`src/design/signal_phase_dp_optimizer_macros.svh`:
```
// Assertion macros of the optimizer RTL.
// No dependencies; included by spdo_back, the file that carries assertions.
`ifndef SIGNAL_PHASE_DP_OPTIMIZER_MACROS_SVH
`define SIGNAL_PHASE_DP_OPTIMIZER_MACROS_SVH

// Same-cycle implication, disabled while reset is low.
`define SPDO_ASSERT_IMPL(label, clk, rst_n, ante, cons) \
    label: assert property (@(posedge clk) disable iff (!rst_n) (ante) |-> (cons)) \
        else $error("spdo assertion failed");

// Next-cycle implication, disabled while reset is low.
`define SPDO_ASSERT_NEXT(label, clk, rst_n, ante, cons) \
    label: assert property (@(posedge clk) disable iff (!rst_n) (ante) |=> (cons)) \
        else $error("spdo assertion failed");

`endif

```
`src/design/spdo_pkg.sv`:
```
// Shared constants, types and helper functions of the signal phase optimizer.
// No dependencies; every other design file but the assertion macros header imports it.
package spdo_pkg;

    // Sizing of the horizon and the stage table.
    localparam int HORIZON    = 10;
    localparam int MAX_STAGES = 8;
    localparam int NPH        = 3;

    localparam int S_W    = $clog2(HORIZON + 1);
    localparam int IDX_W  = $clog2(HORIZON);
    localparam int J_W    = $clog2(MAX_STAGES);
    localparam int MEM_AW = J_W + S_W;
    localparam int MEM_DEPTH = 1 << MEM_AW;

    // Field widths.
    localparam int ARR_W = 8;
    localparam int PH_W  = 2;
    localparam int G_W   = 4;
    localparam int Q_W   = 12;
    localparam int V_W   = 16;

    // Accumulator widths.
    localparam int SUM_W  = ARR_W + S_W;
    localparam int WAIT_W = 2 * S_W;
    localparam int T_W    = ((Q_W > SUM_W) ? Q_W : SUM_W) + 1;
    localparam int TD_W   = Q_W + S_W + 1;
    localparam int ACC_W  = TD_W + 3;

    localparam logic [Q_W-1:0] Q_MAX = '1;
    localparam logic [V_W-1:0] V_MAX = '1;
    localparam logic [G_W-1:0] G_MAX = '1;

    // Load queue between front and back.
    localparam int FIFO_DEPTH = 2;
    localparam int FIFO_PW    = $clog2(FIFO_DEPTH);
    localparam int FIFO_CW    = $clog2(FIFO_DEPTH + 1);

    // Configuration port.
    localparam int CFG_IDX_W = 2;
    localparam int CFG_W     = 4;

    typedef enum logic [CFG_IDX_W-1:0] {
        CFG_START_PHASE = 2'd0,
        CFG_INDEX_MODE  = 2'd1,
        CFG_MIN_GREEN   = 2'd2
    } t_cfg_idx;

    // Objective codes; any other code means total delay.
    localparam logic [1:0] MODE_MAX_QUEUE   = 2'd0;
    localparam logic [1:0] MODE_TOTAL_STOPS = 2'd1;

    localparam logic [PH_W-1:0] PH_A    = 2'd0;
    localparam logic [PH_W-1:0] PH_LAST = PH_W'(NPH - 1);

    typedef struct packed {
        logic [1:0] start_phase;
        logic [1:0] index_mode;
        logic [3:0] min_green;
    } t_cfg;

    // One classified load beat from front to back.
    typedef struct packed {
        logic [NPH-1:0][ARR_W-1:0] arr;
        logic [IDX_W-1:0]          idx;
        logic                      last;
    } t_load_beat;

    // One stage/state row of the DP table.
    typedef struct packed {
        logic [S_W-1:0]          choice;
        logic [V_W-1:0]          value;
        logic [NPH-1:0][Q_W-1:0] queue;
    } t_row;

    function automatic logic [PH_W-1:0] f_next_phase(input logic [PH_W-1:0] ph);
        return (ph >= PH_LAST) ? PH_A : PH_W'(ph + 1'b1);
    endfunction

    function automatic logic [PH_W-1:0] f_prev_phase(input logic [PH_W-1:0] ph);
        return (ph == PH_A) ? PH_LAST : PH_W'(ph - 1'b1);
    endfunction

endpackage

```
`src/design/spdo_fifo.sv`:
```
// Short load queue between the front end and the DP engine.
// Depends on spdo_pkg.
module spdo_fifo import spdo_pkg::*; (
    input  logic       i_clk,
    input  logic       i_rst_n,
    input  logic       i_push,
    input  t_load_beat i_push_beat,
    output logic       o_full,
    input  logic       i_pop,
    output logic       o_empty,
    output t_load_beat o_pop_beat
);

    t_load_beat         r_entry [FIFO_DEPTH];
    logic [FIFO_PW-1:0] r_wr_ptr;
    logic [FIFO_PW-1:0] r_rd_ptr;
    logic [FIFO_CW-1:0] r_count;

    assign o_full     = (r_count == FIFO_CW'(FIFO_DEPTH));
    assign o_empty    = (r_count == '0);
    assign o_pop_beat = r_entry[r_rd_ptr];

    // Entry storage.
    always_ff @(posedge i_clk) begin
        if (i_push) begin
            r_entry[r_wr_ptr] <= i_push_beat;
        end
    end

    // Pointers and fill count.
    always_ff @(posedge i_clk) begin
        if (!i_rst_n) begin
            r_wr_ptr <= '0;
            r_rd_ptr <= '0;
            r_count  <= '0;
        end else begin
            if (i_push) begin
                r_wr_ptr <= (r_wr_ptr == FIFO_PW'(FIFO_DEPTH - 1)) ? '0
                                                                   : FIFO_PW'(r_wr_ptr + 1'b1);
            end
            if (i_pop) begin
                r_rd_ptr <= (r_rd_ptr == FIFO_PW'(FIFO_DEPTH - 1)) ? '0
                                                                   : FIFO_PW'(r_rd_ptr + 1'b1);
            end
            if (i_push && !i_pop) begin
                r_count <= FIFO_CW'(r_count + 1'b1);
            end else if (i_pop && !i_push) begin
                r_count <= FIFO_CW'(r_count - 1'b1);
            end
        end
    end

endmodule

```
`config.mk`:
```
export PLATFORM = sky130hd
export DESIGN_NAME = spdo_fifo
export DESIGN_NICKNAME = d
export VERILOG_FILES = /design/src/design/signal_phase_dp_optimizer_macros.svh /design/src/design/spdo_pkg.sv /design/src/design/spdo_fifo.sv
export SDC_FILE = /design/constraint.sdc
export NUM_CORES = 1
export LEC_CHECK = 0
export ABC_AREA = 1
export BUFFER_PORTS_ARGS = -buffer_cell sky130_fd_sc_hd__buf_2
export CORE_MARGIN = 1.5
export CORE_UTILIZATION = 45
export CTS_CLUSTER_SIZE = 14
export DETAILED_ROUTE_END_ITERATION = 16
export GPL_ROUTABILITY_DRIVEN = 0
export PLACE_DENSITY = 0.7
export SLEW_MARGIN = 20
export SYNTH_ARGS = -nofsm -noshare
export SYNTH_HDL_FRONTEND = slang
export SYNTH_SLANG_ARGS = --single-unit
```
`constraint.sdc`:
```
create_clock -name i_clk -period 6 [get_ports i_clk]
set_input_delay 1.2 -clock i_clk [delete_from_list [all_inputs] [get_ports i_clk]]
set_output_delay 1.2 -clock i_clk [all_outputs]
set_load 0.02 [all_outputs]
```
After elaboration in Yosys (flattened, before gate mapping). Memories as Yosys holds them, arrays and structs flattened. A register that Yosys moved wholly into a read port is not among the register bits. Index checks and enable logic that the tools add are counted. Widths: inputs -> output; s select.

Register bits after elaboration: 4. Latch bits: 0. Bits in writable memories: 58. Memory bits (read-only): 0. Input port bits: 33. Word-level logic and storage cells: 23. Memories: 1.

Add/subtract/negate cells: 4. $mul: 0. Divide/modulo/power cells: 0. Magnitude comparators: 0. Equal/unequal tests: 1. Shift-type cells: 0. Multiplexer cells: 8. Bitwise operators: 0. Reductions and logical operators: 6.

Memory list: r_entry (depth 2, width 29, rd ports 1, clocked after Yosys merged registers in 1, write ports 1, RTL line spdo_fifo.sv:14) `t_load_beat r_entry [FIFO_DEPTH];`.

Operators by type and width (number): $mux 1 (6); $mux 2 (2); $add 1x1->1 const B (2); $add 2x1->2 const B (1); $eq 2x2->1 const B (1); $logic_and 1x1->1 (2); $logic_not 1->1 (2); $logic_not 2->1 (1); $reduce_bool 2->1 (1); $sub 2x1->2 const B (1).

Logic depth before layout (Yosys ltp). Gate-level depths: netlist of run 1.

Depth after elaboration: 4. Mapped depth: 8.

Worst setup path before layout of run 1. No wires, ideal clock.

Kind: input-to-reg. Start point: input i_push. End point: memory r_entry[0][0] (netlist bit) (enable). Library setup time: 0.415 ns. Arrival time: 2.464 ns. Path slack: 3.120 ns. Cell stages on the path: 2. Buffers on the path: 0. Cell sequence: inv_1 -> nor2_1.

Longest elaborated chain between the ends: 2.

RTL lines: start, declared (RTL line spdo_fifo.sv:6) `input logic i_push,`; $mux 1 (RTL line spdo_fifo.sv:25) `if (i_push) begin`; $mux 1 (not written as such) (RTL line spdo_fifo.sv:26) `r_entry[r_wr_ptr] <= i_push_beat;`; end, declared (RTL line spdo_fifo.sv:14).

Every way passes these cells.

==> impl_summary.txt, run 1 <==
----------------------------------------------------
[Outcome]
  Result of the run ... finished, final reports clean

[Floorplan]
  Number of top-level pins ... 64
  Area inside the core boundary ... 5070 um2
  Height of the die ... 75.4 um
  Width of the chip ... 75.4 um
  FP Rows ... 26
  Initial core utilization ... 46.5%
  Die footprint ... 5690 um2

[Synthesis]
  Fraction of the mapped netlist area in adder cells ... 0.530%
  Number of unique standard cell types used by synthesis ... 14
  Multiplexer share of the synthesized area ... 15.4%
  Cell Area, Synth ... 2360 um2
  Net count after synthesis ... 159
  Warnings from Yosys ... 0
  Main combinational cell family by area after synthesis ... multiplexers
  Gate Count Post-Synth ... 125
  Area share of xor/xnor cells in the synthesized design ... 0%
  Portion of the post-synthesis area used by sequential elements ... 78.0%
  Simple logic cell fraction of the synthesized area ... 3.18%
  Compound-Gate Fraction of Synth Area ... 0.424%
  Yosys reg bits ... 63
  Synthesized area per cell ... 18.9 um2

[CTS]
  TritonCTS clock tree ... done
  Post-CTS Setup Bufs ... 0
  Clock edge transition at the registers on the reported setup and hold paths ... 60 ps
  Hold_buf cts ... 0
  TritonCTS buffer count ... 9
  H-tree levels ... 3
  Number of sinks driven by the clock tree ... 63
  Post_cts resized ... 0
  Clock network latency to the later pin of the worst-skew pair ... 320 ps
  Clock Tree Buf Depth ... 2
  Clock root buffer ... clkbuf_8

[Placement]
  DP Cell Count ... 257
  HPWL reported at the end of detailed placement ... 2590 um
  Number of buffers inserted by port buffering ... 63

[Worst setup path]
  Largest incremental delay on the critical path ... 760 ps
  Critical path buffer and inverter count ... 2
  Chain of cells forming the critical path ... buf_4, mux2_2, buf_2
  Cell with the biggest individual delay on the critical path ... dfxtp_1
  Data arrival time of the worst path ... 2020 ps
  Required time at the worst-slack endpoint ... 4800 ps
  Startpoint class of the critical path ... flop
  Type of the worst setup path ... reg2out
  Cell family with most CP delay ... flip-flops
  Endpoint class of the critical path ... primary output
  Highest net fanout along the worst path ... 18

[Job]
  Max-capacitance violation count ... 0

[STA]
  Max Clock Skew ... 7.38 ps
  Total setup violations reported at the end of the flow ... 0
  Unrepaired setup endpoints after global routing ... false
  Slew at the pin closest to its max-slew limit ... 722 ps
  Final period utilization ... 53.6%
  Timing-limited maximum frequency ... 311 MHz
  Final number of max-transition violations ... 0
  Hold Fails Final Rpt ... 0
  Final TNS setup ... 0 ps
  Slew HR ... 51.8%
  Period minus WS final ... 3220 ps

[Detailed routing]
  Detailed-route via count ... 1298
  Length of the first detailed-routing pass in iterations ... 4
  Total Routed Length ... 3890 um
  Final routed wire length divided by cell count ... 14.2 um
  Post-route ant nets ... 0
  Via density per instance ... 4.75
  Remaining routing DRC violations ... 0
  First DRT Iteration DRCs ... 51

[GRT]
  Largest net degree at the start of global routing ... 30
  Met1 usage ... 18.1%
  Global route hottest layer ... met2
  Overflow left after global routing ... 0
  Met2 capacity usage during global routing ... 23.3%
  First-pass GRT wire length ... 5930 um
  Met3 usage in global routing ... 6.75%
  Antenna violations before repair ... 0
  Vias in the first global route ... 1286
  Tot GR Track Use ... 14.8%

[Layout]
  Final instance count without filler cells ... 273
  Multi-input gate area ... 464 um2
  Fill cell count ... 438
  Number of nets in the finished design ... 232
  Layout cell share with drive strength beyond 1 ... 53.7%
  FF/Latch Area ... 1840 um2
  Synth-to-layout area growth ... 23.3%
  Antenna diodes ... 0

[Pwr]
  Total power density per cell area ... 316 nW/um2
  Internal power ... 699 uW
  Sequential Power Share ... 56.1%
  Clock network power share ... 32.2%
  Switching power ... 221 uW
  Worst ir drop on vdd ... 203 uV
  Static power due to leakage ... 1.16 nW
  Fraction of power spent switching nets ... 24.1%
  Combinational share of power ... 11.7%

[Min path]
  Class of the worst hold path ... reg2reg

----------------------------------------------------
cells in the final DEF, fill, tap and decap left out:
| master | synthesis | final |
|---|---|---|
| a21oi_1 | 1 | 1 |
| buf_2 | 1 | 63 |
| buf_4 | 0 | 2 |
| clkbuf_1 | 0 | 2 |
| clkbuf_8 | 0 | 9 |
| clkinv_1 | 0 | 1 |
| clkinv_2 | 0 | 3 |
| clkinvlp_4 | 0 | 1 |
| dfxtp_1 | 5 | 5 |
| edfxtp_1 | 58 | 58 |
| ha_1 | 1 | 1 |
| inv_1 | 8 | 7 |
| inv_2 | 0 | 1 |
| mux2_2 | 19 | 19 |
| mux2_4 | 10 | 10 |
| nand2_1 | 8 | 8 |
| nand3_1 | 1 | 1 |
| nand4_1 | 1 | 1 |
| nor2_1 | 9 | 8 |
| nor2_2 | 0 | 1 |
| o21ai_0 | 1 | 1 |
final timing paths:
kind / endpoint / slack (ps) / from / cells after the start
worst min register to register: r_rd_ptr / 500 / r_rd_ptr / 2
worst max-delay path: o_pop_beat[9] / 2780 / flop / 3
worst max register to register: r_entry[0][24] / 4390 / r_wr_ptr / 2
worst min-delay path: r_rd_ptr / 500 / r_rd_ptr / 2
state kept, by name, indices dropped and copies added (netlist names), named ones only:
name / count
r_count: 2
r_entry: 58
r_wr_ptr: 1
r_rd_ptr: 1
cell usage after synthesis:
library cell	n	area [um2]
nand4_1	1	6.26
inv_1	8	30.0
buf_6	2	22.5
ha_1	1	12.5
mux2_2	19	214
o21ai_0	1	5.00
dfxtp_1	5	100
nor2_1	9	33.8
nand3_1	1	5.00
mux2_4	10	150
buf_2	1	5.00
edfxtp_1	58	1740
a21oi_1	1	5.00
nand2_1	8	30.0
layout make-up:
cell class	instances	share of cell area (%)
Timing Repair Buffer	65	11.3
Multi-Input combinational cell	51	15.9
Sequential cell	63	63.3
Clock inverter	5	0.902
Inverter	8	1.03
Tap cell	70	3.01
Clock buffer	11	4.51
worst register-to-register path, cell delays in order, from the launching register on:
cell and delay [ps]:
dfxtp_1 330, nor2_2 580, buf_4 370
per-stage QoR:
| stage | setup slack [ps] | total power, mW | instance area (um2) | util [%] | hold WS (ps) |
|---|---|---|---|---|---|
| after global placement | 3160 | 0.631 | 2750 | 54.3 | 481 |
| after detailed placement | 3110 | 0.635 | 2750 | 54.3 | 492 |
| after floorplan | 3120 | 0.595 | 2360 | - | 463 |
| after global routing | 2680 | 0.958 | 2910 | 57.4 | 550 |
| after CTS | 2740 | 0.929 | 2910 | 57.4 | 509 |
| final | 2780 | 0.920 | 2910 | 57.4 | 497 |
power groups by stage:
stage                     clock network [mW]  logic [mW]  registers (mW)
after floorplan                            0      0.0738           0.521
after global placement                     0       0.106           0.524
after detailed placement                   0       0.109           0.526
after CTS                              0.303       0.109           0.517
after global routing                   0.322       0.117           0.519
final                                  0.296       0.108           0.516
logic make-up after synthesis:
logic type / Yosys count
buffers and inverters: 11
multiplexers: 29
AO/OA/AOI/OAI: 2
AND/OR/NAND/NOR: 19
adder cells (fa/ha/maj): 1
flip-flops: 63
routing by layer:
metal	vias up	share of wire, %
met5	-	0
met3	5	7.3
met2	56	48
met4	0	1.3
li1	611	-
met1	626	43
No activity file was read; power rests on OpenSTA's default activity.
==> run 2: changes to the inputs <==
PLACE_DENSITY = 0.73   (was 0.7)
clock period = 2.6 ns   (was 6 ns; I/O delays follow)
==> run 2 against run 1 <==
Net effect: core utilization increased by 0.099 points; die area unchanged; clock-buffer cell count shrank 1; sequential power grew 130%; via count decreased by 4.1%; sequential share of layout area shrank 0.11 points; critical path depth unchanged; combinational power is 130% higher; clock power up 110%; register-to-register slack lost 3000 ps; routed wire length down 9.7%; non-clock buffer count up 1; critical path type unchanged.
==> impl_summary.txt, run 2 (synthesis gave the netlist of run 1 again) <==
----------------------------------------------------
[Outcome]
  Result of the run ... finished, final reports clean

[Detailed routing]
  Via density per instance ... 4.58
  Final routed wire length divided by cell count ... 12.9 um
  Length of the first detailed-routing pass in iterations ... 4
  Detailed-route via count ... 1245
  Post-route ant nets ... 0
  First DRT Iteration DRCs ... 53
  Remaining routing DRC violations ... 0
  Total Routed Length ... 3510 um

[Floorplan]
  Initial core utilization ... 46.5%
  FP Rows ... 26
  Width of the chip ... 75.4 um
  Number of top-level pins ... 64
  Height of the die ... 75.4 um
  Die footprint ... 5690 um2
  Area inside the core boundary ... 5070 um2

[STA]
  Final TNS setup ... 0 ps
  Period minus WS final ... 2200 ps
  Final period utilization ... 84.6%
  Max Clock Skew ... 4.72 ps
  Slew HR ... 70.6%
  Hold Fails Final Rpt ... 0
  Slew at the pin closest to its max-slew limit ... 441 ps
  Minimum hold slack ... 385 ps
  Unrepaired setup endpoints after global routing ... false
  Worst-case setup margin in the final layout ... 400 ps
  Total setup violations reported at the end of the flow ... 0
  Timing-limited maximum frequency ... 455 MHz
  Final number of max-transition violations ... 0

[Layout]
  Synth-to-layout area growth ... 23.5%
  Post-route cell area ... 2920 um2
  Number of nets in the finished design ... 233
  Final instance count without filler cells ... 272
  Layout cell share with drive strength beyond 1 ... 52.0%
  Antenna diodes ... 0
  Flip-flop count of the largest register, all copies and words added ... 58
  Largest register by flop count ... r_entry
  Most common library cell in the layout ignoring fill and taps ... buf_2
  Most frequent cells in the layout ... buf_2, edfxtp_1, mux2_2
  Top Registers ... r_entry: 58 flops, r_count: 2 flops

[CTS]
  Post-CTS Setup Bufs ... 0
  Clock network latency to the later pin of the worst-skew pair ... 320 ps
  TritonCTS clock tree ... done
  TritonCTS buffer count ... 9
  Hold_buf cts ... 0
  Clock edge transition at the registers on the reported setup and hold paths ... 60 ps
  Post_cts resized ... 0
  Clock Tree Buf Depth ... 2
  H-tree levels ... 3
  Number of sinks driven by the clock tree ... 63
  Clock root buffer ... clkbuf_8

[Worst setup path]
  Endpoint of the most critical register-to-register path ... r_entry[1][2]
  Startpoint class of the critical path ... flop
  Critical path buffer and inverter count ... 2
  Worst r2r path cells ... 3
  Worst reg2reg startpoint ... r_wr_ptr
  Endpoint class of the critical path ... primary output
  Type of the worst setup path ... reg2out
  Cell family with most CP delay ... flip-flops
  Required time at the worst-slack endpoint ... 2080 ps
  Data arrival time of the worst path ... 1680 ps
  Highest net fanout along the worst path ... 21
  Chain of cells forming the critical path ... buf_12, mux2_2, buf_2
  Register-to-register setup slack ... 1420 ps
  Largest incremental delay on the critical path ... 590 ps
  Cell with the biggest individual delay on the critical path ... dfxtp_1

[Placement]
  Number of buffers inserted by port buffering ... 63
  HPWL reported at the end of detailed placement ... 2260 um
  Pre-CTS setup slack ... 703 ps
  Placed instance area ... 2770 um2
  DP Cell Count ... 258

[Pwr]
  Clock network power share ... 30.4%
  Fraction of power spent switching nets ... 22.6%
  Internal power ... 1.60 mW
  Switching power ... 468 uW
  Total power density per cell area ... 709 nW/um2
  Worst ir drop on vdd ... 358 uV
  Static power due to leakage ... 1.17 nW
  Sequential Power Share ... 57.4%
  Combinational share of power ... 12.2%

[GRT]
  Overflow left after global routing ... 0
  Antenna violations before repair ... 0
  Vias in the first global route ... 1152
  Tot GR Track Use ... 13.3%
  First-pass GRT wire length ... 5240 um
  Largest net degree at the start of global routing ... 30

[Min path]
  Class of the worst hold path ... in2reg
  Min-Delay Path Depth ... 1
  Min-delay src ... i_push_beat[24]
  Worst-case hold path end point ... r_entry[1][24]

[Job]
  Max-capacitance violation count ... 0

----------------------------------------------------
run 2: area by class of cell:
class | instances | area (um2)
clock buffer | 10 | 128
clock inverter | 4 | 15.0
fill | 420 | 2160
inverter | 8 | 30.0
multi-input combinational | 51 | 464
sequential | 63 | 1840
tap | 70 | 87.6
timing repair buffer | 66 | 350
run 2: power by group through the flow:
stage	clock, mW	sequential, mW	combinational, mW
after global routing	0.686	1.19	0.278
after global placement	0	1.21	0.254
final	0.629	1.19	0.252
after floorplan	0	1.20	0.170
after detailed placement	0	1.21	0.256
after CTS	0.652	1.19	0.257
run 2: worst reg2reg max path: cells and delay by family (launching register included):
| family | cells | cell delay (ps) |
|---|---|---|
| flops | 1 | 350 |
| buf+inv | 2 | 400 |
| simple gates | 1 | 70 |
run 2: how the worst max path moves through the flow:
stage	to	slack, ps	depth (start not counted)
2_1_floorplan	r_entry[0][0]	400	2
3_3_place_gp	o_pop_beat[14]	720	3
3_5_place_dp	o_pop_beat[14]	700	3
4_1_cts	o_pop_beat[14]	350	3
5_1_grt	o_pop_beat[14]	320	3
6_report	o_pop_beat[14]	400	3
run 2: per-layer routing:
layer	track usage, %	routed length, um
met2	20.2	1580
met3	4.89	284
met1	16.0	1540
met5	0	0
met4	8.93	104
run 2: metrics by stage:
step / util [%] / total power [mW]
after floorplan: - / 1.37
after global placement: 54.7 / 1.46
after detailed placement: 54.7 / 1.47
after CTS: 57.5 / 2.10
after global routing: 57.5 / 2.16
final: 57.5 / 2.07
