File: src/design/signal_phase_dp_optimizer_macros.svh
// Assertion macros of the optimizer RTL.
// No dependencies; included by spdo_back, the file that carries assertions.
`ifndef SIGNAL_PHASE_DP_OPTIMIZER_MACROS_SVH
`define SIGNAL_PHASE_DP_OPTIMIZER_MACROS_SVH

// Same-cycle implication, disabled while reset is low.
`define SPDO_ASSERT_IMPL(label, clk, rst_n, ante, cons) \
    label: assert property (@(posedge clk) disable iff (!rst_n) (ante) |-> (cons)) \
        else $error("spdo assertion failed");

// Next-cycle implication, disabled while reset is low.
`define SPDO_ASSERT_NEXT(label, clk, rst_n, ante, cons) \
    label: assert property (@(posedge clk) disable iff (!rst_n) (ante) |=> (cons)) \
        else $error("spdo assertion failed");

`endif

File: src/design/spdo_pkg.sv
// Shared constants, types and helper functions of the signal phase optimizer.
// No dependencies; every other design file but the assertion macros header imports it.
package spdo_pkg;

    // Sizing of the horizon and the stage table.
    localparam int HORIZON    = 10;
    localparam int MAX_STAGES = 8;
    localparam int NPH        = 3;

    localparam int S_W    = $clog2(HORIZON + 1);
    localparam int IDX_W  = $clog2(HORIZON);
    localparam int J_W    = $clog2(MAX_STAGES);
    localparam int MEM_AW = J_W + S_W;
    localparam int MEM_DEPTH = 1 << MEM_AW;

    // Field widths.
    localparam int ARR_W = 8;
    localparam int PH_W  = 2;
    localparam int G_W   = 4;
    localparam int Q_W   = 12;
    localparam int V_W   = 16;

    // Accumulator widths.
    localparam int SUM_W  = ARR_W + S_W;
    localparam int WAIT_W = 2 * S_W;
    localparam int T_W    = ((Q_W > SUM_W) ? Q_W : SUM_W) + 1;
    localparam int TD_W   = Q_W + S_W + 1;
    localparam int ACC_W  = TD_W + 3;

    localparam logic [Q_W-1:0] Q_MAX = '1;
    localparam logic [V_W-1:0] V_MAX = '1;
    localparam logic [G_W-1:0] G_MAX = '1;

    // Load queue between front and back.
    localparam int FIFO_DEPTH = 2;
    localparam int FIFO_PW    = $clog2(FIFO_DEPTH);
    localparam int FIFO_CW    = $clog2(FIFO_DEPTH + 1);

    // Configuration port.
    localparam int CFG_IDX_W = 2;
    localparam int CFG_W     = 4;

    typedef enum logic [CFG_IDX_W-1:0] {
        CFG_START_PHASE = 2'd0,
        CFG_INDEX_MODE  = 2'd1,
        CFG_MIN_GREEN   = 2'd2
    } t_cfg_idx;

    // Objective codes; any other code means total delay.
    localparam logic [1:0] MODE_MAX_QUEUE   = 2'd0;
    localparam logic [1:0] MODE_TOTAL_STOPS = 2'd1;

    localparam logic [PH_W-1:0] PH_A    = 2'd0;
    localparam logic [PH_W-1:0] PH_LAST = PH_W'(NPH - 1);

    typedef struct packed {
        logic [1:0] start_phase;
        logic [1:0] index_mode;
        logic [3:0] min_green;
    } t_cfg;

    // One classified load beat from front to back.
    typedef struct packed {
        logic [NPH-1:0][ARR_W-1:0] arr;
        logic [IDX_W-1:0]          idx;
        logic                      last;
    } t_load_beat;

    // One stage/state row of the DP table.
    typedef struct packed {
        logic [S_W-1:0]          choice;
        logic [V_W-1:0]          value;
        logic [NPH-1:0][Q_W-1:0] queue;
    } t_row;

    function automatic logic [PH_W-1:0] f_next_phase(input logic [PH_W-1:0] ph);
        return (ph >= PH_LAST) ? PH_A : PH_W'(ph + 1'b1);
    endfunction

    function automatic logic [PH_W-1:0] f_prev_phase(input logic [PH_W-1:0] ph);
        return (ph == PH_A) ? PH_LAST : PH_W'(ph - 1'b1);
    endfunction

endpackage

File: src/design/spdo_ifs.sv
// Stream interfaces of the optimizer: arrival beats in, plan beats out.
// Depends on spdo_pkg.
interface spdo_in_if import spdo_pkg::*; ();
    logic             valid;
    logic             ready;
    logic [ARR_W-1:0] arrivals_phase_a;
    logic [ARR_W-1:0] arrivals_phase_b;
    logic [ARR_W-1:0] arrivals_phase_c;

    modport source(output valid, arrivals_phase_a, arrivals_phase_b, arrivals_phase_c,
                   input ready);
    modport sink(input valid, arrivals_phase_a, arrivals_phase_b, arrivals_phase_c,
                 output ready);
endinterface


File: src/design/spdo_front.sv
// Front end: accepts arrival beats and tags each with its horizon slot.
// Depends on spdo_pkg and spdo_in_if.
module spdo_front import spdo_pkg::*; (
    input  logic       i_clk,
    input  logic       i_rst_n,
    spdo_in_if.sink    i_in,
    input  logic       i_full,
    output logic       o_push,
    output t_load_beat o_push_beat
);

    logic [IDX_W-1:0] r_load_count;
    logic [IDX_W-1:0] n_load_count;
    logic             w_last;

    // Accept whenever the load queue has room.
    assign i_in.ready = !i_full;
    assign o_push     = i_in.valid && !i_full;
    assign w_last     = (r_load_count == IDX_W'(HORIZON - 1));

    // Classify the beat: slot index and end of horizon.
    assign o_push_beat.arr  = {i_in.arrivals_phase_c, i_in.arrivals_phase_b,
                               i_in.arrivals_phase_a};
    assign o_push_beat.idx  = r_load_count;
    assign o_push_beat.last = w_last;

    assign n_load_count = w_last ? '0 : IDX_W'(r_load_count + 1'b1);

    // Slot counter wraps after the last step of the horizon.
    always_ff @(posedge i_clk) begin
        if (!i_rst_n) begin
            r_load_count <= '0;
        end else if (o_push) begin
            r_load_count <= n_load_count;
        end
    end

endmodule

File: src/flat_wrapper.sv
// flat-port wrapper written by rule: the top's interface ports become plain ports
module spdo_front_flat import spdo_pkg::*;
  (i_clk, i_rst_n, i_full, o_push, o_push_beat, i_in_valid, i_in_arrivals_phase_a, i_in_arrivals_phase_b, i_in_arrivals_phase_c, i_in_ready);
  spdo_in_if i_in_i ();
  input  logic i_clk;
  input  logic i_rst_n;
  input  logic i_full;
  output logic o_push;
  output t_load_beat o_push_beat;
  input wire logic [$bits(i_in_i.valid)-1:0] i_in_valid;
  input wire logic [$bits(i_in_i.arrivals_phase_a)-1:0] i_in_arrivals_phase_a;
  input wire logic [$bits(i_in_i.arrivals_phase_b)-1:0] i_in_arrivals_phase_b;
  input wire logic [$bits(i_in_i.arrivals_phase_c)-1:0] i_in_arrivals_phase_c;
  output wire logic [$bits(i_in_i.ready)-1:0] i_in_ready;
  assign i_in_i.valid = i_in_valid;
  assign i_in_i.arrivals_phase_a = i_in_arrivals_phase_a;
  assign i_in_i.arrivals_phase_b = i_in_arrivals_phase_b;
  assign i_in_i.arrivals_phase_c = i_in_arrivals_phase_c;
  assign i_in_ready = i_in_i.ready;
  spdo_front u_core (.i_clk(i_clk), .i_rst_n(i_rst_n), .i_in(i_in_i), .i_full(i_full), .o_push(o_push), .o_push_beat(o_push_beat));
endmodule
File: config.mk
export PLATFORM = sky130hd
export DESIGN_NAME = spdo_front_flat
export DESIGN_NICKNAME = d
export VERILOG_FILES = /design/src/design/signal_phase_dp_optimizer_macros.svh /design/src/design/spdo_pkg.sv /design/src/design/spdo_ifs.sv /design/src/design/spdo_front.sv /design/src/flat_wrapper.sv
export SDC_FILE = /design/constraint.sdc
export NUM_CORES = 1
export LEC_CHECK = 0
export ABC_AREA = 1
export BUFFER_PORTS_ARGS = -buffer_cell sky130_fd_sc_hd__buf_2
export CAP_MARGIN = 20
export CELL_PAD_IN_SITES_DETAIL_PLACEMENT = 0
export CELL_PAD_IN_SITES_GLOBAL_PLACEMENT = 1
export CORE_MARGIN = 5
export CORE_UTILIZATION = 17
export DETAILED_ROUTE_END_ITERATION = 8
export GPL_TIMING_DRIVEN = 0
export PLACE_DENSITY_LB_ADDON = 0.05
export SLEW_MARGIN = 20
export SYNTH_ARGS = -nofsm -noshare
export SYNTH_HDL_FRONTEND = slang
export SYNTH_SLANG_ARGS = --single-unit
File: constraint.sdc
create_clock -name i_clk -period 1.65 [get_ports i_clk]
set_clock_uncertainty 0.15 [all_clocks]
set_input_delay 0.495 -clock i_clk [delete_from_list [all_inputs] [get_ports i_clk]]
set_output_delay 0.495 -clock i_clk [all_outputs]
set_load 0.02 [all_outputs]
# == Word level (Yosys, flattened, before mapping) ==
# Index checks and enable logic that the tools add are counted.
# totals
ff_bits,4
in_bits,28
output_inout_bits,31
wordCells,6
# classes
n_addsub,1
eq_ne,1
muxes,1
reduce_logical,2
# op_table
op,n
"4-bit by 1-bit adder with 4-bit output, second input constant",1
"4-bit equality test, second input constant",1
4-bit 2-to-1 mux,1
1-bit logical AND,1
1-bit logical NOT,1

# == Depth between registers and ports, before layout ==
# Gate-level depths: netlist (run 1).
# depth
word_depth,2
ltp_mapped,6
depth_no_buf,6

# == Least setup slack after synthesis (run 1) ==
# Ideal clock, no wire load.
# synth_timing
kind,register -> output
startpoint,register u_core.r_load_count[3]
endpoint,output port o_push_beat[0] (netlist bit)
t_arrival_ns,0.951
required_ns,1.005
path_slack_ns,0.054
path_stages_with_launch,6
n_path_buf,1
cell_sequence,dfxtp_1 inv_1 nor2_1 inv_1 nor3_1 buf_4
# synth_between
elab_chain_len,1
# synth_lines
element,line,source
from (decl),spdo_front.sv:12,logic [IDX_W-1:0] r_load_count;
from (signal assigned),spdo_front.sv:34,r_load_count <= n_load_count;
4-bit equality test,spdo_front.sv:19,assign w_last = (r_load_count == IDX_W'(HORIZON - 1));
to (decl),flat_wrapper.sv:9,output t_load_beat o_push_beat;
# No other way between the ends.

# == Worst setup path after layout (run 1) ==
# Same ends and word-level chain as after synthesis.

==> results of run 1 <==
[timing repair]
| item | in CTS | in global routing |
|---|---|---|
| pin swaps | 0 | 0 |
| endpoints found under the setup margin | 1 | 2 |
| resized for setup | 10 | 2 |
[cells by family after synthesis]
logic type / share of synthesized area
buffers and inverters: 0.512
AND/OR/NAND/NOR: 0.216
AO/OA/AOI/OAI: 0.0762
flip-flops: 0.195
[worst paths after layout]
path | endpoint | slack, ns | depth (start not counted)
setup / recovery | o_push_beat[0] | -0.02 | 5
hold / removal | u_core.r_load_count[2]$_SDFFE_PN0P_ | 0.35 | 2
setup reg to reg | u_core.r_load_count[2]$_SDFFE_PN0P_ | 0.60 | 3
hold reg to reg | u_core.r_load_count[2]$_SDFFE_PN0P_ | 0.35 | 2
[worst min-delay path: stages (launching register included)]
cell	delay, ns
dfxtp_2	0.35
inv_1	0.06
a21oi_1	0.05
[cell type report]
class	count	area, um^2
clock buffer	3	22.5
multi-input combinational	22	133
tap	28	35.0
inverter	6	25.0
timing repair buffer	34	179
fill	270	1600
sequential	4	83.8
buffer	24	180
[through the flow]
stage,cells,area (um^2),util,setup TNS [ns]
global placement,119,616,0.273,-0.0177
floorplan,57,410,-,0
detailed placement,119,616,0.273,-0.0188
finish,121,658,0.292,-0.0165
CTS,121,653,0.290,-0.0464
global route,121,658,0.292,-0.0826
[synth_stat cells (all sizes together)]
| master | n | area [um^2] |
|---|---|---|
| inv | 6 | 22.5 |
| o21bai | 1 | 11.3 |
| nor3 | 1 | 5.00 |
| nand3 | 3 | 20.0 |
| nor2 | 7 | 33.8 |
| a21oi | 2 | 10.0 |
| nand2 | 6 | 30.0 |
| buf | 25 | 188 |
| o21ai | 2 | 10.0 |
| dfxtp | 4 | 80.1 |
[cells in the final DEF, fill, tap and decap left out]
cell type / synthesis / routed
inv_2: 3 / 4
clkbuf_4: 0 / 3
o21ai_0: 2 / 2
inv_4: 0 / 1
dfxtp_2: 0 / 3
inv_1: 3 / 1
dfxtp_1: 4 / 1
nand3_2: 1 / 1
nand2_4: 1 / 1
nor2_4: 1 / 2
o21bai_2: 1 / 1
nand2_1: 5 / 5
buf_4: 25 / 25
buf_6: 0 / 1
a21oi_1: 2 / 2
nor3_2: 0 / 1
nand3_1: 2 / 2
buf_2: 0 / 32
nor2_1: 6 / 5
[metal layers]
layer,part of all wire,track usage,up-vias
li1,-,-,221
met1,0.31,0.0563,184
met2,0.50,0.0994,32
met3,0.18,0.0240,2
met4,0.0054,0.0485,0
met5,0,0,-
[power by group through the flow]
stage	clock network [uW]	logic, uW	registers, uW
global route	131	157	105
global placement	0	144	105
CTS	128	146	104
finish	120	144	104
detailed placement	0	145	105
floorplan	0	102	108
==> impl_metrics.ini, run 1 <==
[power_and_ir_drop]
sw_frac_of_total = 0.325
power_density_nw_per_um2 = 560
vdd_drop_max_v = 0.000227
power_uw = 368
seqPwrFrac = 0.283
p_int_uw = 249
clockPowerShare = 0.325
p_switching_uw = 120
p_leak_uw = 0.000366
p_comb_frac = 0.392

[placed_design]
dp_slack_ns = -0.0188
portBuffers = 34
dpl.hpwl_mm = 1.02
gp_congestion = 0.714

[sta]
hold_viol = 0
max_freq_ghz = 0.600
period_minus_slack_ns = 1.67
rsz0062_at_grt = true
slew_headroom = 0.838
final_max_slew_viol_count = 0
tightest_slew_ns = 0.243
fin_ws_ns = -0.0165
hold_slack_ns = 0.350
period_share = 1.01
setup_viol = 1

[setup_path]
end_kind = output port
crit_required_ns = 1.00
cp.buffers_inverters = 3
max_stage_delay_ns = 0.34
worstSetupStartpoint = u_core.r_load_count[3]$_SDFFE_PN0P_
cp-start-kind = flop
critPathTopFamily = flip-flops
crit_path_frequent_cell = inv_2
critPathKind = reg -> out
path_cells = inv_2 > nor2_4 > inv_2 > nor3_2 > buf_6
path_max_fanout = 4
cp.arrival_ns = 1.02
r2r-start = u_core.r_load_count[1]$_SDFFE_PN0P_
crit_slowest_cell = dfxtp_2

[synthesis]
ys_warn_count = 0
ys_ff_latch = 4
avgSynthCellArea_um2 = 7.20
yosysUniqueCellTypes = 14
syn_inst = 57
synth_seq_area_share = 0.195
syn-cell-area_um2 = 410
synth_fp_nets = 85

[routing]
drc_errors = 0
wl_per_cell_um = 9.12
viasPerCell = 3.63
routed_wl_mm = 1.10
drtAntennaViolNets = 0
vias = 439
drtIter0Drc = 6
dr.pass1.iters = 4

[finish]
drive_gt1_frac = 0.806
top_register = u_core.r_load_count
top_regs = u_core.r_load_count: 4 flops
fin_nets = 123
synthToLayoutAreaGrowth_pct = 60.4
largest_reg_flops = 4
diodes = 0

[global_route]
grt_overflow = 0
grt_pass1_vias = 413
grt_use_total = 0.0592
antenna_found_initial = 0
grt_start_max_net_pins = 8
grt_pass1_wl_mm = 1.55

[floorplanning]
initial_core_util = 0.182
fp.dieW_um = 59.1
die_h_um = 59.1
row_count = 17
die-area_um2 = 3500
core_um2 = 2250
ios = 59

[clock_network]
clk_path_buf_depth = 2
hold_buffers = 0
h-tree-depth = 1
cts.clk_slew.worst_paths_ns = 0.04
cts.sink_count = 4
post_cts_buffers = 0
tritoncts = built
insertion_delay_ns = 0.23
numCtsBuffers = 3
clock-root-buffer = clkbuf_4

[flow_run]
maxCapViolCount = 0

[outcome]
outcome = finished, violations left
failed_checks = setup timing

[hold_path]
hold_path_startpoint = u_core.r_load_count[2]$_SDFFE_PN0P_
hp-class = reg -> reg
No activity file was read; power rests on OpenSTA's default activity.
==> inputs of run 2 (changes only) <==
CORE_UTILIZATION = 18   (was 17)
SETUP_SLACK_MARGIN = 0.4   (was not set)
SLEW_MARGIN = 25   (was 20)
clock period = 2.1 ns   (was 1.65 ns; I/O delays follow)
==> run 2 against run 1 <==
Effect of this change: via count up 6.6%; hold slack better by 0.0061 ns; critical path depth unchanged; design area is 12% higher; die area decreased by 4.6%; clock-buffer cell count unchanged; the flow now finishes without violations; setup slack better by 0.27 ns; core utilization grew 4.4 points; non-clock buffer count increased by 8; global-route usage grew 0.83 points.
==> impl_metrics.ini, run 2 (synthesis results as in run 1) <==
[sta]
final_max_slew_viol_count = 0
rsz0062_at_grt = true
setup_viol = 0
hold_viol = 0
slew_headroom = 0.888
tightest_slew_ns = 0.166
fin_tns_setup_ns = 0
period_minus_slack_ns = 1.85
max_freq_ghz = 0.541
period_share = 0.880

[setup_path]
crit_required_ns = 1.32
critPathTopFamily = flip-flops
cp-start-kind = flop
crit_slowest_cell = dfxtp_4
path_cells = nor2_4 > inv_2 > nor3_2 > buf_4 > buf_6
r2r_slack_ns = 1.00
cp.arrival_ns = 1.07
max_stage_delay_ns = 0.36
path_max_fanout = 5
critPathKind = reg -> out
end_kind = output port
worst-path-stages = 5
r2r-start = u_core.r_load_count[2]$_SDFFE_PN0P_
worstSetupStartpoint = u_core.r_load_count[2]$_SDFFE_PN0P_
cp.buffers_inverters = 3
ff2ff_path_depth = 5

[power_and_ir_drop]
p_int_uw = 202
clockPowerShare = 0.317
p_leak_uw = 0.000411
seqPwrFrac = 0.271
vdd_drop_max_v = 0.000192
power_density_nw_per_um2 = 404
p_comb_frac = 0.412
sw_frac_of_total = 0.322
p_switching_uw = 96.0

[routing]
wl_per_cell_um = 8.97
routed_wl_mm = 1.16
drtAntennaViolNets = 0
dr.pass1.iters = 2
viasPerCell = 3.63
vias = 468
drtIter0Drc = 9
drc_errors = 0

[finish]
top_regs = u_core.r_load_count: 4 flops
layout_common_cells = buf_4, buf_2, nand2_1, nor2_1
final_common_cell = buf_4
fin_util = 0.336
largest_reg_flops = 4
synthToLayoutAreaGrowth_pct = 79.6
fin_nets = 131
drive_gt1_frac = 0.822
diodes = 0
top_register = u_core.r_load_count

[hold_path]
hp-class = reg -> reg
min_path_cells = 2
hold_path_startpoint = u_core.r_load_count[2]$_SDFFE_PN0P_

[floorplanning]
fp.dieW_um = 57.8
die_h_um = 57.8
die-area_um2 = 3340
core_um2 = 2190
ios = 59
initial_core_util = 0.187
row_count = 17

[global_route]
grt_start_max_net_pins = 8
grt_pass1_wl_mm = 1.81
grt_pass1_vias = 473
grt_overflow = 0
grt_use_total = 0.0675
antenna_found_initial = 0

[clock_network]
insertion_delay_ns = 0.23
clk_path_buf_depth = 2
h-tree-depth = 1
hold_buffers = 0
cts.clk_slew.worst_paths_ns = 0.04
tritoncts = built
numCtsBuffers = 3
cts.sink_count = 4
clock-root-buffer = clkbuf_4

[flow_run]
maxCapViolCount = 0

[placed_design]
gp_congestion = 0.654
portBuffers = 34
dpl.hpwl_um = 967

[outcome]
outcome = complete, no violations
-- run 2: cell count changes in the layout (fill, tap and decap cells not counted) --
cell	previous run	this run
inv_1	1	2
buf_2	32	30
dfxtp_1	1	0
buf_6	1	3
inv_2	4	2
inv_4	1	2
dfxtp_4	0	1
buf_4	25	33
-- run 2: layer usage --
metal | track usage | vias up | routed length (um)
met5 | 0 | - | 0
met4 | 0.0397 | 0 | 0
met3 | 0.0312 | 0 | 222
met2 | 0.111 | 33 | 608
met1 | 0.0698 | 194 | 325
li1 | - | 241 | -
-- run 2: final timing paths --
path | end
max | o_push_beat[0]
min reg2reg | u_core.r_load_count[2]$_SDFFE_PN0P_
max reg2reg | u_core.r_load_count[1]$_SDFFE_PN0P_
min | u_core.r_load_count[2]$_SDFFE_PN0P_
-- run 2: cell type report --
cell class | instances | area, um^2
clock buffers | 3 | 22.5
repair buffers | 41 | 244
plain buffers | 25 | 188
well taps | 28 | 35.0
fillers | 250 | 1450
inverters | 6 | 27.5
flip-flops and latches | 4 | 87.6
multi-input cells | 22 | 133
-- run 2: worst reg2reg max path: stages, from the launching register on --
cell	delay, ns
dfxtp_4	0.36
nor2_4	0.11
inv_2	0.04
buf_4	0.12
a21oi_1	0.15
nor2_1	0.05
-- run 2: metrics by stage --
stage	setup WS (ns)	cell area [um^2]	hold WS [ns]	total power, uW	std cells
after floorplan	0.403	417	0.417	166	57
after global placement	0.219	622	0.372	198	119
after detailed placement	0.224	622	0.359	197	119
after CTS	0.221	713	0.341	304	127
after global routing	0.189	737	0.366	318	129
final	0.253	737	0.356	298	129
-- run 2: timing repair --
action	in CTS	in global routing
pin swaps	2	2
resized for setup	11	3
endpoints found under the setup margin	3	4
buffers inserted	5	2
-- run 2: power by group through the flow --
stage	Combinational, uW	Clock (uW)	Sequential, uW
CTS	123	100	81.8
floorplan	81.0	0	84.8
detailed placement	114	0	82.6
finish	123	94.4	80.6
global placement	115	0	82.8
global route	132	105	81.2
==> inputs of run 3 (changes only) <==
PLACE_DENSITY = 0.87   (was not set)
PLACE_DENSITY_LB_ADDON = not set   (was 0.05)
==> run 3 against run 2 <==
Effect of this change: global-route usage decreased by 0.14 points; power shrank 0.69%; clock power about the same; register-to-register slack worse by 0.74 ns; die area unchanged; core utilization is 2.5 points higher; cell count grew 4.7%; critical path depth unchanged; via count rose by 4.5%; critical endpoint unchanged.
==> impl_metrics.ini, run 3 (synthesis results as in run 1) <==
[routing]
drc_errors = 0
drtAntennaViolNets = 0
vias = 489
routed_wl_mm = 1.25
wl_per_cell_um = 9.27
drtIter0Drc = 1
dr.pass1.iters = 2
viasPerCell = 3.62

[setup_path]
crit_required_ns = 1.32
cp-start-kind = flop
path_cells = nor2_4 > inv_2 > nor3_2 > buf_4 > buf_6
end_kind = output port
cp.arrival_ns = 1.09
critPathKind = reg -> out
path_max_fanout = 3
max_stage_delay_ns = 0.35
crit_slowest_cell = dfxtp_4

[sta]
hold_viol = 0
period_share = 0.891
setup_viol = 0
tightest_slew_ns = 0.159
slew_headroom = 0.893
hold_slack_ns = 0.389
max_freq_ghz = 0.535
fin_tns_setup_ns = 0
final_max_slew_viol_count = 0
period_minus_slack_ns = 1.87
rsz0062_at_grt = true

[clock_network]
cts.sink_count = 4
clk_path_buf_depth = 2
insertion_delay_ns = 0.23
numCtsBuffers = 3
h-tree-depth = 1
tritoncts = built
clock-root-buffer = clkbuf_4
cts.clk_slew.worst_paths_ns = 0.04

[global_route]
grt_overflow = 0
grtUsageMet3 = 0.0267
busiest_layer = met2
grt_pass1_vias = 476
grt_start_max_net_pins = 8
grt_pass1_wl_mm = 1.77
grt_use_met2 = 0.115
grt_use_total = 0.0661
grt_use_met1 = 0.0659
antenna_found_initial = 0

[finish]
final_cells = 135
diodes = 0
final_common_cell = buf_4
layout_common_cells = buf_4, buf_2, nand2_1, nor2_1, buf_6
largest_reg_flops = 4
drive_gt1_frac = 0.850
synthToLayoutAreaGrowth_pct = 92.7
top_register = u_core.r_load_count
top_regs = u_core.r_load_count: 4 flops
fin_nets = 137
fillers = 226

[power_and_ir_drop]
p_leak_uw = 0.000446
vdd_drop_max_v = 0.000251
power_uw = 296
power_density_nw_per_um2 = 374

[hold_path]
hp-class = reg -> reg

[placed_design]
portBuffers = 34
dp.cells = 119
gp_congestion = 0.668
dpl.hpwl_um = 964

[outcome]
outcome = complete, no violations

[flow_run]
maxCapViolCount = 0

[floorplanning]
row_count = 17
die_h_um = 57.8
core_um2 = 2190
ios = 59
die-area_um2 = 3340
initial_core_util = 0.187
fp.dieW_um = 57.8
-- run 3: stage by stage --
stage,worst slack (ns),area [um^2],util
after floorplan,0.403,417,-
after global placement,0.234,622,0.284
after detailed placement,0.234,622,0.284
after CTS,0.174,762,0.348
after global routing,0.176,791,0.361
final,0.229,791,0.361
-- run 3: final timing paths --
| check | from | end | slack (ns) | cells after the start |
|---|---|---|---|---|
| setup reg to reg | u_core.r_load_count[3]$_SDFFE_PN0P_ | u_core.r_load_count[3]$_SDFFE_PN0P_ | 0.26 | 14 |
| hold reg to reg | u_core.r_load_count[1]$_SDFFE_PN0P_ | u_core.r_load_count[2]$_SDFFE_PN0P_ | 0.39 | 2 |
| hold / removal | u_core.r_load_count[1]$_SDFFE_PN0P_ | u_core.r_load_count[2]$_SDFFE_PN0P_ | 0.39 | 2 |
| setup / recovery | u_core.r_load_count[2]$_SDFFE_PN0P_ | o_push_beat[0] | 0.23 | 5 |
-- run 3: report_power, final --
part           total, uW  switching [uW]  internal (uW)
Combinational        120            62.4           57.8
Clock               94.3            30.5           63.9
Sequential          81.0            3.36           77.7
Total                296            96.2            199
-- run 3: cell type report --
class / count / area (um^2) / area share
multi-input combinational: 22 / 138 / 0.174
buffer: 25 / 188 / 0.237
clock buffer: 3 / 22.5 / 0.0285
timing repair buffer: 47 / 293 / 0.370
tap: 28 / 35.0 / 0.0443
inverter: 6 / 27.5 / 0.0348
sequential: 4 / 87.6 / 0.111
-- run 3: routing by layer --
layer,vias up,wire length [um]
met3,0,201
li1,252,-
met4,0,0
met5,-,0
met1,203,381
met2,34,669
-- run 3: repair_timing --
item,4_1_cts,5_1_grt
resized for setup,8,9
endpoints found under the setup margin,3,4
pin swaps,2,5
hold buffers,0,0
cloned,0,0
buffers inserted,12,1
-- run 3: worst max-delay path: cells and delay by family, from the launching register on --
family                 cells  cell delay (ns)
buffers and inverters      3             0.28
flip-flops                 1             0.35
AND/OR/NAND/NOR            2             0.23
